### src/rtl/core/slcd_pkg.sv
`timescale 1ns / 1ps
// ----------------------------------------------------------------------------
// slcd_pkg
// Shared types and constants of the four-digit segment display renderer:
// digit glyphs, the segment-to-display-bit map and the image layout.
// ----------------------------------------------------------------------------
package slcd_pkg;

  // largest value that fits on four digits
  localparam logic [13:0] MaxDisplay = 14'd9999;

  // reciprocal constants for the constant divides
  localparam logic [12:0] RecipHundred = 13'd5243;  // 2^19 / 100, rounded up
  localparam logic [6:0]  RecipTen     = 7'd103;    // 2^10 / 10, rounded up

  // only addresses 1..10 ever carry a lit bit
  localparam int unsigned ImgDepth = 11;
  localparam int unsigned ImgAddrW = 4;

  // fixed symbol positions
  localparam logic [ImgAddrW-1:0] ColonAddr = 4'd8;
  localparam logic [1:0]          ColonCom  = 2'd3;
  localparam logic [ImgAddrW-1:0] PmAddr    = 4'd3;
  localparam logic [1:0]          PmCom     = 2'd3;

  typedef logic [ImgDepth-1:0][3:0] image_t;

  // one segment's display bit
  typedef struct packed {
    logic                vld;
    logic [ImgAddrW-1:0] addr;
    logic [1:0]          com;
  } seg_bit_t;

  // decoded item travelling down the pipeline
  typedef struct packed {
    logic            vld;
    logic            colon;
    logic            pm;
    logic [3:0][3:0] digit;  // digit 0 is the units
  } digits_t;

  localparam seg_bit_t SegNone = '0;

  // segments a..g for units, tens, hundreds, thousands
  localparam seg_bit_t SegMap [4][7] = '{
    '{ '{1'b1, 4'd10, 2'd3}, '{1'b1, 4'd10, 2'd2}, '{1'b1, 4'd10, 2'd1},
       '{1'b1, 4'd9,  2'd1}, '{1'b1, 4'd8,  2'd1}, '{1'b1, 4'd9,  2'd3},
       '{1'b1, 4'd9,  2'd2} },
    '{ '{1'b1, 4'd8,  2'd2}, '{1'b1, 4'd7,  2'd3}, '{1'b1, 4'd7,  2'd1},
       '{1'b1, 4'd6,  2'd1}, '{1'b1, 4'd6,  2'd2}, '{1'b1, 4'd6,  2'd3},
       '{1'b1, 4'd7,  2'd2} },
    '{ '{1'b1, 4'd4,  2'd3}, '{1'b1, 4'd5,  2'd2}, '{1'b1, 4'd5,  2'd1},
       '{1'b1, 4'd4,  2'd1}, '{1'b1, 4'd3,  2'd1}, '{1'b1, 4'd3,  2'd2},
       '{1'b1, 4'd4,  2'd2} },
    '{ SegNone,              '{1'b1, 4'd2,  2'd2}, '{1'b1, 4'd2,  2'd1},
       SegNone,              SegNone,              SegNone,
       '{1'b1, 4'd1,  2'd2} }
  };

  // seven-segment glyph, bit 0 is segment a
  function automatic logic [6:0] glyph_f(input logic [3:0] digit);
    logic [6:0] pat;
    case (digit)
      4'd0:    pat = 7'b0111111;
      4'd1:    pat = 7'b0000110;
      4'd2:    pat = 7'b1011011;
      4'd3:    pat = 7'b1001111;
      4'd4:    pat = 7'b1100110;
      4'd5:    pat = 7'b1101101;
      4'd6:    pat = 7'b1111101;
      4'd7:    pat = 7'b0000111;
      4'd8:    pat = 7'b1111111;
      4'd9:    pat = 7'b1101111;
      default: pat = 7'b0000000;
    endcase
    return pat;
  endfunction

endpackage

### src/rtl/core/slcd_split.sv
`timescale 1ns / 1ps
// ----------------------------------------------------------------------------
// slcd_split
// Input register and three stages that clamp the number and split it into
// four decimal digits with reciprocal multiplies.
// ----------------------------------------------------------------------------
module slcd_split
  import slcd_pkg::*;
(
  input  logic        clk_i,
  input  logic        rst_ni,
  input  logic        adv_i,
  input  logic        load_i,
  input  logic [15:0] number_i,
  input  logic        colon_i,
  input  logic        pm_i,
  output digits_t     digits_o
);

  // stage valids
  logic s1_vld_q, s2_vld_q, s3_vld_q, s4_vld_q;

  // payload per stage
  logic [15:0] s1_num_q;
  logic [13:0] s2_val_q;
  logic [6:0]  s2_hund_q, s3_hund_q, s3_low_q;
  logic [1:0]  s1_flg_q, s2_flg_q, s3_flg_q, s4_flg_q;
  logic [3:0][3:0] s4_dig_q;

  logic [13:0] val_d;
  logic [26:0] hund_prod;
  logic [6:0]  hund_d;
  logic [13:0] hund_x100;
  logic [6:0]  low_d;
  logic [13:0] hi_prod, lo_prod;
  logic [3:0]  hi_tens, lo_tens;
  logic [6:0]  hi_ten10, lo_ten10;
  logic [3:0][3:0] dig_d;

  // clamp and divide by one hundred
  always_comb begin
    val_d     = (s1_num_q > 16'(MaxDisplay)) ? MaxDisplay : s1_num_q[13:0];
    hund_prod = 27'(val_d) * 27'(RecipHundred);
    hund_d    = hund_prod[25:19];
  end

  // remainder below one hundred
  always_comb begin
    hund_x100 = {1'b0, s2_hund_q, 6'b0} + {2'b0, s2_hund_q, 5'b0} + {5'b0, s2_hund_q, 2'b0};
    low_d     = 7'(s2_val_q - hund_x100);
  end

  // two digits from each half
  always_comb begin
    hi_prod  = 14'(s3_hund_q) * 14'(RecipTen);
    lo_prod  = 14'(s3_low_q) * 14'(RecipTen);
    hi_tens  = hi_prod[13:10];
    lo_tens  = lo_prod[13:10];
    hi_ten10 = {hi_tens, 3'b0} + {2'b0, hi_tens, 1'b0};
    lo_ten10 = {lo_tens, 3'b0} + {2'b0, lo_tens, 1'b0};
    dig_d[3] = hi_tens;
    dig_d[2] = 4'(s3_hund_q - hi_ten10);
    dig_d[1] = lo_tens;
    dig_d[0] = 4'(s3_low_q - lo_ten10);
  end

  // valid chain
  always_ff @(posedge clk_i or negedge rst_ni) begin
    if (!rst_ni) begin
      s1_vld_q <= 1'b0;
      s2_vld_q <= 1'b0;
      s3_vld_q <= 1'b0;
      s4_vld_q <= 1'b0;
    end else if (adv_i) begin
      s1_vld_q <= load_i;
      s2_vld_q <= s1_vld_q;
      s3_vld_q <= s2_vld_q;
      s4_vld_q <= s3_vld_q;
    end
  end

  // payload chain
  always_ff @(posedge clk_i) begin
    if (adv_i) begin
      s1_num_q  <= number_i;
      s1_flg_q  <= {colon_i, pm_i};
      s2_val_q  <= val_d;
      s2_hund_q <= hund_d;
      s2_flg_q  <= s1_flg_q;
      s3_hund_q <= s2_hund_q;
      s3_low_q  <= low_d;
      s3_flg_q  <= s2_flg_q;
      s4_dig_q  <= dig_d;
      s4_flg_q  <= s3_flg_q;
    end
  end

  assign digits_o.vld   = s4_vld_q;
  assign digits_o.colon = s4_flg_q[1];
  assign digits_o.pm    = s4_flg_q[0];
  assign digits_o.digit = s4_dig_q;

endmodule

### src/rtl/core/slcd_image.sv
`timescale 1ns / 1ps
// ----------------------------------------------------------------------------
// slcd_image
// Blanks leading zeros, maps lit segments and symbols onto the nibble image
// and holds the finished image until the frame emitter takes it.
// ----------------------------------------------------------------------------
module slcd_image
  import slcd_pkg::*;
(
  input  logic    clk_i,
  input  logic    rst_ni,
  input  digits_t digits_i,
  input  logic    pop_i,
  output logic    adv_o,
  output logic    pend_vld_o,
  output image_t  image_o
);

  logic       pend_vld_q;
  image_t     image_q;
  image_t     image_d;
  logic [3:0] shown;
  logic [3:0][6:0] pats;
  seg_bit_t   ent;

  // whole pipeline moves when the holding slot is free or being emptied
  assign adv_o = !pend_vld_q || pop_i;

  // leading zero blanking
  always_comb begin
    shown[0] = 1'b1;
    shown[3] = digits_i.digit[3] != 4'd0;
    shown[2] = shown[3] || (digits_i.digit[2] != 4'd0);
    shown[1] = shown[2] || (digits_i.digit[1] != 4'd0);
  end

  // segment map and symbols
  always_comb begin
    image_d = '0;
    ent     = SegNone;
    for (int d = 0; d < 4; d++) begin
      pats[d] = glyph_f(digits_i.digit[d]);
      for (int s = 0; s < 7; s++) begin
        ent = SegMap[d][s];
        if (shown[d] && pats[d][s] && ent.vld) begin
          image_d[ent.addr][ent.com] = 1'b1;
        end
      end
    end
    if (digits_i.colon) begin
      image_d[ColonAddr][ColonCom] = 1'b1;
    end
    if (digits_i.pm) begin
      image_d[PmAddr][PmCom] = 1'b1;
    end
  end

  // holding slot valid
  always_ff @(posedge clk_i or negedge rst_ni) begin
    if (!rst_ni) begin
      pend_vld_q <= 1'b0;
    end else if (adv_o) begin
      pend_vld_q <= digits_i.vld;
    end
  end

  // holding slot image
  always_ff @(posedge clk_i) begin
    if (adv_o) begin
      image_q <= image_d;
    end
  end

  assign pend_vld_o = pend_vld_q;
  assign image_o    = image_q;

endmodule

### src/rtl/core/slcd_emit.sv
`timescale 1ns / 1ps
// ----------------------------------------------------------------------------
// slcd_emit
// Frame emitter: copies a finished image and writes it out one nibble per
// cycle through a registered output, address 0 up to the last address.
// ----------------------------------------------------------------------------
module slcd_emit
  import slcd_pkg::*;
#(
  parameter int unsigned NUM_ADDRESSES = 32
) (
  input  logic       clk_i,
  input  logic       rst_ni,
  input  logic       pend_vld_i,
  input  image_t     image_i,
  output logic       pop_o,
  output logic       strobe_o,
  output logic [4:0] addr_o,
  output logic [3:0] nibble_o,
  output logic       last_o
);

  localparam int unsigned CntW = $clog2(NUM_ADDRESSES);

  logic            active_q;
  logic [CntW-1:0] cnt_q;
  image_t          image_q;
  logic            strobe_q, last_q;
  logic [4:0]      addr_q;
  logic [3:0]      nibble_q;
  logic            cnt_last;
  logic [6:0]      addr_ext;
  logic [3:0]      nibble_d;

  assign cnt_last = cnt_q == CntW'(NUM_ADDRESSES - 1);
  assign pop_o    = pend_vld_i && (!active_q || cnt_last);

  // nibble for the current address, blank beyond the mapped range
  always_comb begin
    addr_ext = 7'(cnt_q);
    nibble_d = 4'd0;
    if (addr_ext < 7'(ImgDepth)) begin
      nibble_d = image_q[addr_ext[ImgAddrW-1:0]];
    end
  end

  // frame sequencing and output strobe
  always_ff @(posedge clk_i or negedge rst_ni) begin
    if (!rst_ni) begin
      active_q <= 1'b0;
      cnt_q    <= '0;
      strobe_q <= 1'b0;
      last_q   <= 1'b0;
    end else begin
      strobe_q <= active_q;
      last_q   <= active_q && cnt_last;
      if (pop_o) begin
        active_q <= 1'b1;
        cnt_q    <= '0;
      end else if (active_q) begin
        if (cnt_last) begin
          active_q <= 1'b0;
        end else begin
          cnt_q <= cnt_q + 1'b1;
        end
      end
    end
  end

  // image copy and output payload
  always_ff @(posedge clk_i) begin
    if (pop_o) begin
      image_q <= image_i;
    end
    addr_q   <= 5'(cnt_q);
    nibble_q <= nibble_d;
  end

  assign strobe_o = strobe_q;
  assign addr_o   = addr_q;
  assign nibble_o = nibble_q;
  assign last_o   = last_q;

endmodule

### src/rtl/core/segment_lcd_four_digit_render_core.sv
`timescale 1ns / 1ps
// ----------------------------------------------------------------------------
// segment_lcd_four_digit_render_core
// Renders a four-digit number with colon and PM flags into a nibble image
// for a segment display and writes the image out address by address.
//
//   channel  | ports                                          | handshake
//   ---------+------------------------------------------------+------------------
//   command  | display_number_i, colon_flag_i, pm_flag_i      | start_i, busy_o
//   writes   | write_address_o, write_nibble_o, last_write_o  | strobe_o
//
// A frame is NUM_ADDRESSES writes, one per cycle; once frames run back to
// back, a new command is taken only when the frame emitter takes the held
// image for its next frame. A command reaches its first write through the
// input register, the split stages, the image slot and the emitter.
// Up to six commands are in flight: four pipeline stages, the image slot and
// the emitter.
// Reset clears all valid and sequencing state; no writes follow reset.
// The receiver cannot stall; busy_o is high only while the image slot waits.
// ----------------------------------------------------------------------------
module segment_lcd_four_digit_render_core
  import slcd_pkg::*;
#(
  parameter int unsigned NUM_ADDRESSES = 32
) (
  input  logic        clk_i,
  input  logic        rst_ni,
  input  logic        start_i,
  output logic        busy_o,
  input  logic [15:0] display_number_i,
  input  logic        colon_flag_i,
  input  logic        pm_flag_i,
  output logic        strobe_o,
  output logic [4:0]  write_address_o,
  output logic [3:0]  write_nibble_o,
  output logic        last_write_o
);

  logic    adv;
  logic    load;
  logic    pop;
  logic    pend_vld;
  digits_t digits;
  image_t  image;

  // command transfer
  assign busy_o = !adv;
  assign load   = start_i && adv;

  // digit split pipeline
  slcd_split u_split (
    .clk_i    (clk_i),
    .rst_ni   (rst_ni),
    .adv_i    (adv),
    .load_i   (load),
    .number_i (display_number_i),
    .colon_i  (colon_flag_i),
    .pm_i     (pm_flag_i),
    .digits_o (digits)
  );

  // image build and holding slot
  slcd_image u_image (
    .clk_i      (clk_i),
    .rst_ni     (rst_ni),
    .digits_i   (digits),
    .pop_i      (pop),
    .adv_o      (adv),
    .pend_vld_o (pend_vld),
    .image_o    (image)
  );

  // frame emitter
  slcd_emit #(
    .NUM_ADDRESSES (NUM_ADDRESSES)
  ) u_emit (
    .clk_i      (clk_i),
    .rst_ni     (rst_ni),
    .pend_vld_i (pend_vld),
    .image_i    (image),
    .pop_o      (pop),
    .strobe_o   (strobe_o),
    .addr_o     (write_address_o),
    .nibble_o   (write_nibble_o),
    .last_o     (last_write_o)
  );

endmodule

### config.mk
export PLATFORM = sky130hd
export DESIGN_NAME = segment_lcd_four_digit_render_core
export DESIGN_NICKNAME = d
export VERILOG_FILES = /design/src/rtl/core/slcd_pkg.sv /design/src/rtl/core/slcd_split.sv /design/src/rtl/core/slcd_image.sv /design/src/rtl/core/slcd_emit.sv /design/src/rtl/core/segment_lcd_four_digit_render_core.sv
export SDC_FILE = /design/constraint.sdc
export NUM_CORES = 1
export LEC_CHECK = 0
export BUFFER_PORTS_ARGS = -buffer_cell sky130_fd_sc_hd__buf_4
export CAP_MARGIN = 20
export CORE_MARGIN = 2
export CORE_UTILIZATION = 40
export CTS_CLUSTER_DIAMETER = 200
export DETAILED_ROUTE_END_ITERATION = 8
export PLACE_DENSITY = 0.61
export SLEW_MARGIN = 20
export SYNTH_ARGS = -nofsm -noshare
export SYNTH_HDL_FRONTEND = slang
export SYNTH_SLANG_ARGS = --single-unit
### constraint.sdc
create_clock -name clk_i -period 6.8 [get_ports clk_i]
set_input_delay 1.36 -clock clk_i [delete_from_list [all_inputs] [get_ports clk_i]]
set_output_delay 1.36 -clock clk_i [all_outputs]
set_load 0.01 [all_outputs]
==> report_table.html <==
<table>
<tr><th>Metric</th><th>Value</th></tr>
<tr><th colspan="2">Setup path</th></tr>
<tr><td>Worst Path Max Fanout</td><td>26</td></tr>
<tr><td>Type of element launching the critical path</td><td>flop</td></tr>
<tr><td>Crit path arrival time</td><td>6.40 ns</td></tr>
<tr><td>Cell depth of the worst flop-to-flop path</td><td>22</td></tr>
<tr><td>Data required time at the worst endpoint</td><td>6.98 ns</td></tr>
<tr><td>FF-to-FF Start</td><td>u_split.s1_num_q[5]</td></tr>
<tr><td>Endpoint of the lowest-slack register-to-register path</td><td>u_split.s2_hund_q[6]</td></tr>
<tr><td>Setup slack, reg-to-reg</td><td>0.58 ns</td></tr>
<tr><td>Kind of end point of the critical path</td><td>flop</td></tr>
<tr><td>Critical Setup Path Class</td><td>flop to flop</td></tr>
<tr><th colspan="2">Synth</th></tr>
<tr><td>Netlist cell types</td><td>64</td></tr>
<tr><td>Number of standard cells after synthesis</td><td>1,038</td></tr>
<tr><td>Seq/Total Area, Yosys</td><td>38.4%</td></tr>
<tr><td>Flip-flop and latch count after synthesis</td><td>165</td></tr>
<tr><td>Post-Syn Nets</td><td>1,331</td></tr>
<tr><td>Post-synth ARST share</td><td>7.88%</td></tr>
<tr><td>Number of warning messages in the yosys log</td><td>0</td></tr>
<tr><td>Commonest register cell after synthesis</td><td>edfxtp_1</td></tr>
<tr><td>EDFF count, synth</td><td>120</td></tr>
<tr><td>Netlist area before placement</td><td>11,900 um2</td></tr>
<tr><td>Mean instance size in the synthesized netlist</td><td>11.5 um2</td></tr>
<tr><th colspan="2">Finish</th></tr>
<tr><td>Proportion of layout cells with a drive suffix above 1</td><td>8.58%</td></tr>
<tr><td>Filler instances</td><td>2,751</td></tr>
<tr><td>Fin cells</td><td>1,474</td></tr>
<tr><td>Total inserted antenna cells</td><td>0</td></tr>
<tr><td>Area growth from synthesis to final layout</td><td>10.7%</td></tr>
<tr><td>Number of nets in the finished design</td><td>1,364</td></tr>
<tr><th colspan="2">Place</th></tr>
<tr><td>Final weighted congestion in routability-driven placement</td><td>0.844</td></tr>
<tr><td>Post-DP HPWL</td><td>16,000 um</td></tr>
<tr><td>Cell count after placement</td><td>1,442</td></tr>
<tr><td>Port Buffer Count</td><td>31</td></tr>
<tr><th colspan="2">Timing</th></tr>
<tr><td>Share of the cycle needed by the critical path after routing</td><td>91.5%</td></tr>
<tr><td>Count of final max-slew check failures</td><td>0</td></tr>
<tr><td>Final number of setup-violating endpoints</td><td>0</td></tr>
<tr><td>Relative slew margins</td><td>45.0%</td></tr>
<tr><td>Clock skew after layout</td><td>0.00873 ns</td></tr>
<tr><td>Final Hold Vio Count</td><td>0</td></tr>
<tr><td>Total Negative Setup Slacks</td><td>0 ns</td></tr>
<tr><td>RSZ-0062 raised after global routing</td><td>no</td></tr>
<tr><td>Fmax</td><td>161 MHz</td></tr>
<tr><td>Worst slew pin tran</td><td>0.818 ns</td></tr>
<tr><td>Minimum clock period</td><td>6.22 ns</td></tr>
<tr><th colspan="2">Clock network</th></tr>
<tr><td>Hold-fix buffers, CTS</td><td>0</td></tr>
<tr><td>Number of clock sinks</td><td>165</td></tr>
<tr><td>H-tree levels</td><td>4</td></tr>
<tr><td>Number of CTS-inserted buffers</td><td>17</td></tr>
<tr><td>TritonCTS clock tree</td><td>done</td></tr>
<tr><td>Post-CTS Setup Bufs</td><td>0</td></tr>
<tr><td>Number of buffers between clock root and the deepest sink</td><td>2</td></tr>
<tr><td>Count of instances resized after the clock tree is built</td><td>0</td></tr>
<tr><td>Clock-pin transition on the worst setup and hold timing paths</td><td>0.07 ns</td></tr>
<tr><td>Worst-Skew Late Latency</td><td>0.43 ns</td></tr>
<tr><td>Root buf cell</td><td>clkbuf_16</td></tr>
<tr><th colspan="2">Power and ir drop</th></tr>
<tr><td>Net load switching power</td><td>1.20 mW</td></tr>
<tr><td>Peak ir drop on the vdd network</td><td>0.184 mV</td></tr>
<tr><td>Comb power frac</td><td>36.5%</td></tr>
<tr><td>Switching share of power</td><td>34.4%</td></tr>
<tr><td>Clock share of power</td><td>27.5%</td></tr>
<tr><td>Power density over cell area</td><td>266 nW/um2</td></tr>
<tr><td>Sequential power share</td><td>36.1%</td></tr>
<tr><td>Internal Dissipation</td><td>2.30 mW</td></tr>
<tr><td>LEAKAGE</td><td>6.03 nW</td></tr>
<tr><th colspan="2">Die</th></tr>
<tr><td>Vertical extent of the die</td><td>176 um</td></tr>
<tr><td>Total number of placement rows</td><td>63</td></tr>
<tr><td>Starting density of the core</td><td>40.4%</td></tr>
<tr><td>Core box area</td><td>29,500 um2</td></tr>
<tr><td>I/O pin cnt</td><td>33</td></tr>
<tr><td>Die outline area</td><td>31,100 um2</td></tr>
<tr><td>Die width</td><td>176 um</td></tr>
<tr><th colspan="2">Worst hold path</th></tr>
<tr><td>Min-delay worst type</td><td>flop to flop</td></tr>
<tr><td>Hold Path Cell Cnt</td><td>0</td></tr>
<tr><td>Min-Delay Startpoint</td><td>u_image.pats[3]</td></tr>
<tr><td>Endpoint of the worst hold-timing path</td><td>u_image.image_o[37]</td></tr>
<tr><th colspan="2">Drt</th></tr>
<tr><td>DRT iter0 DRCs</td><td>270</td></tr>
<tr><td>Routed wirelength normalized by instance count</td><td>13.6 um</td></tr>
<tr><td>Via-to-Cell Ratio</td><td>4.71</td></tr>
<tr><td>Pre-Repair DR Iteration Count</td><td>4</td></tr>
<tr><td>Total via count after detailed routing</td><td>6,941</td></tr>
<tr><td>Detailed Route WL</td><td>20,000 um</td></tr>
<tr><td>Number of design rule violations left after detail routing</td><td>0</td></tr>
<tr><td>Remaining antenna violation count after routing</td><td>0</td></tr>
<tr><th colspan="2">Global routing</th></tr>
<tr><td>Maximum number of pins on one net before global-route repair</td><td>48</td></tr>
<tr><td>Antenna violations before repair</td><td>0</td></tr>
<tr><td>Overall fraction of global-route tracks in use</td><td>13.8%</td></tr>
<tr><td>First-pass GRT wire length</td><td>34,000 um</td></tr>
<tr><td>Via count of the first global-routing pass</td><td>7,110</td></tr>
<tr><td>Remaining global-route overflow</td><td>0</td></tr>
<tr><th colspan="2">Status</th></tr>
<tr><td>Status</td><td>finished, final reports clean</td></tr>
<tr><th colspan="2">Flow run</th></tr>
<tr><td>Max Cap Viol</td><td>0</td></tr>
</table>
## metrics by stage
stage	worst slack (ns)	cell area (um2)	total power [mW]	utilization, %	hold slack, ns
final	0.581	13200	3.50	44.7	0.405
after global routing	0.102	13200	3.79	44.7	0.408
after CTS	0.519	13200	3.56	44.7	0.406
after detailed placement	0.519	12600	2.58	42.6	0.389
after global placement	0.595	12600	2.55	42.6	0.387
after floorplan	0.768	11900	2.31	-	0.372
## cells by family (layout without fill, tap and decap cells)
kind of cell | count (synthesis) | after routing | synth area share, %
flops | 165 | 165 | 38.4
xor+xnor | 53 | 53 | 4.25
buf+inv | 195 | 241 | 6.27
simple gates | 204 | 204 | 8.46
mux | 25 | 25 | 2.64
compound gates | 123 | 123 | 6.94
fa+ha+maj | 272 | 272 | 33.0
other cells | 1 | 1 | 0.0315
## worst max path at each step
stage                            to  slack, ns  cells after the start                start
2_1_floorplan  u_split.s2_hund_q[6]       0.77                     25  u_split.s1_num_q[6]
3_3_place_gp   u_split.s2_hund_q[6]       0.59                     22  u_split.s1_num_q[5]
3_5_place_dp   u_split.s2_hund_q[6]       0.52                     23  u_split.s1_num_q[5]
4_1_cts        u_split.s2_hund_q[6]       0.52                     22  u_split.s1_num_q[5]
5_1_grt        u_split.s2_hund_q[6]       0.10                     23  u_split.s1_num_q[4]
6_report       u_split.s2_hund_q[6]       0.58                     22  u_split.s1_num_q[5]
## cell usage after synthesis, drive strengths merged (4+ instances only)
cell type,instances,area share (%)
nor3,9,0.38
a21oi,38,1.7
inv,174,5.5
a211oi,7,0.57
dfrtp,13,2.7
o21ai,25,1.1
and2,30,1.6
nand2b,13,0.68
ha,202,21
nand4,6,0.32
nand3,8,0.34
nand2,63,2.0
mux2i,18,1.7
a21o,23,1.5
nor2b,4,0.21
xnor2,46,3.7
mux2,5,0.54
and3,11,0.58
dfxtp,32,5.4
a211o,4,0.29
clkbuf,12,0.38
nor4,5,0.26
xor2,7,0.52
nor3b,5,0.32
buf,8,0.32
o21a,4,0.25
a31oi,4,0.21
nor2,43,1.4
edfxtp,120,30
fa,70,12
## cell usage in the layout, fill, tap and decap left out, types with 4 or more instances in the layout
| cell | instances |
|---|---|
| a21o_1 | 23 |
| o21ai_1 | 7 |
| dfxtp_1 | 32 |
| and2_1 | 28 |
| nor3_1 | 9 |
| o21a_1 | 4 |
| nand3_1 | 8 |
| nor2_1 | 42 |
| inv_6 | 4 |
| nand2_1 | 62 |
| fa_1 | 70 |
| clkinv_8 | 5 |
| nor2b_1 | 4 |
| and3_1 | 11 |
| clkbuf_16 | 17 |
| nand4_1 | 6 |
| inv_1 | 174 |
| a21oi_1 | 36 |
| a211o_1 | 4 |
| edfxtp_1 | 120 |
| xnor2_1 | 42 |
| o21ai_0 | 18 |
| xor2_1 | 7 |
| inv_8 | 4 |
| nand2b_1 | 13 |
| dfrtp_1 | 13 |
| ha_1 | 202 |
| nor3b_1 | 5 |
| nor4_1 | 5 |
| mux2i_1 | 16 |
| buf_4 | 35 |
| a31oi_1 | 4 |
| a211oi_1 | 4 |
## worst max-delay path, cell delays in order, from the launching register on
cell and delay [ns]:
edfxtp_1 0.53, nor4_1 0.34, o21ai_0 0.19, a211oi_2 0.28
buf_4 0.28, nand2b_1 0.15, and2_1 0.21, fa_1 0.46
fa_1 0.49, fa_1 0.50, inv_1 0.06, fa_1 0.52
inv_1 0.04, ha_1 0.28, a211oi_1 0.09, a221o_1 0.35
a21o_1 0.17, o21ai_0 0.37, nand3_1 0.16, nand3_1 0.11
a31o_2 0.17, a21oi_1 0.07, xnor2_1 0.12
## layout make-up
class / count / area (um2) / share of cell area [%]
flip-flops and latches: 165 / 4570 / 34.7
well taps: 390 / 488 / 3.70
repair buffers: 35 / 263 / 1.99
multi-input cells: 678 / 6590 / 50.1
clock buffers: 17 / 425 / 3.23
inverters: 174 / 653 / 4.96
clock inverters: 15 / 179 / 1.36
## power groups by stage
| stage | sequential [mW] | clock, mW | combinational [mW] |
|---|---|---|---|
| floorplan | 1.27 | 0 | 1.04 |
| global placement | 1.28 | 0 | 1.27 |
| detailed placement | 1.29 | 0 | 1.29 |
| CTS | 1.26 | 0.996 | 1.30 |
| global route | 1.27 | 1.03 | 1.48 |
| finish | 1.26 | 0.961 | 1.28 |
## metal layers
| metal | GRT usage, % | vias up | share of wire [%] |
|---|---|---|---|
| met4 | 4.13 | 0 | 1.3 |
| li1 | - | 3582 | - |
| met3 | 2.69 | 20 | 2.5 |
| met5 | 0 | - | 0 |
| met1 | 17.6 | 3269 | 47 |
| met2 | 23.7 | 70 | 49 |
## registers in the layout (all words and copies together), names as in the netlist, 2 cells and up
register           flops
u_split.s3_low_q       7
u_emit.addr_o          5
u_split.s1_num_q      16
u_emit.nibble_o        3
u_split.s4_flg_q       2
u_split.s1_flg_q       2
u_split.s2_val_q       7
u_split.s3_hund_q      7
u_split.s3_flg_q       2
u_split.s2_hund_q      7
u_image.image_o       26
u_emit.image_q        26
u_split.s2_flg_q       2
u_split.digits_o      16
u_image.pats          24
u_emit.cnt_q           5
Note: power is estimated with default switching activity, not from simulation.
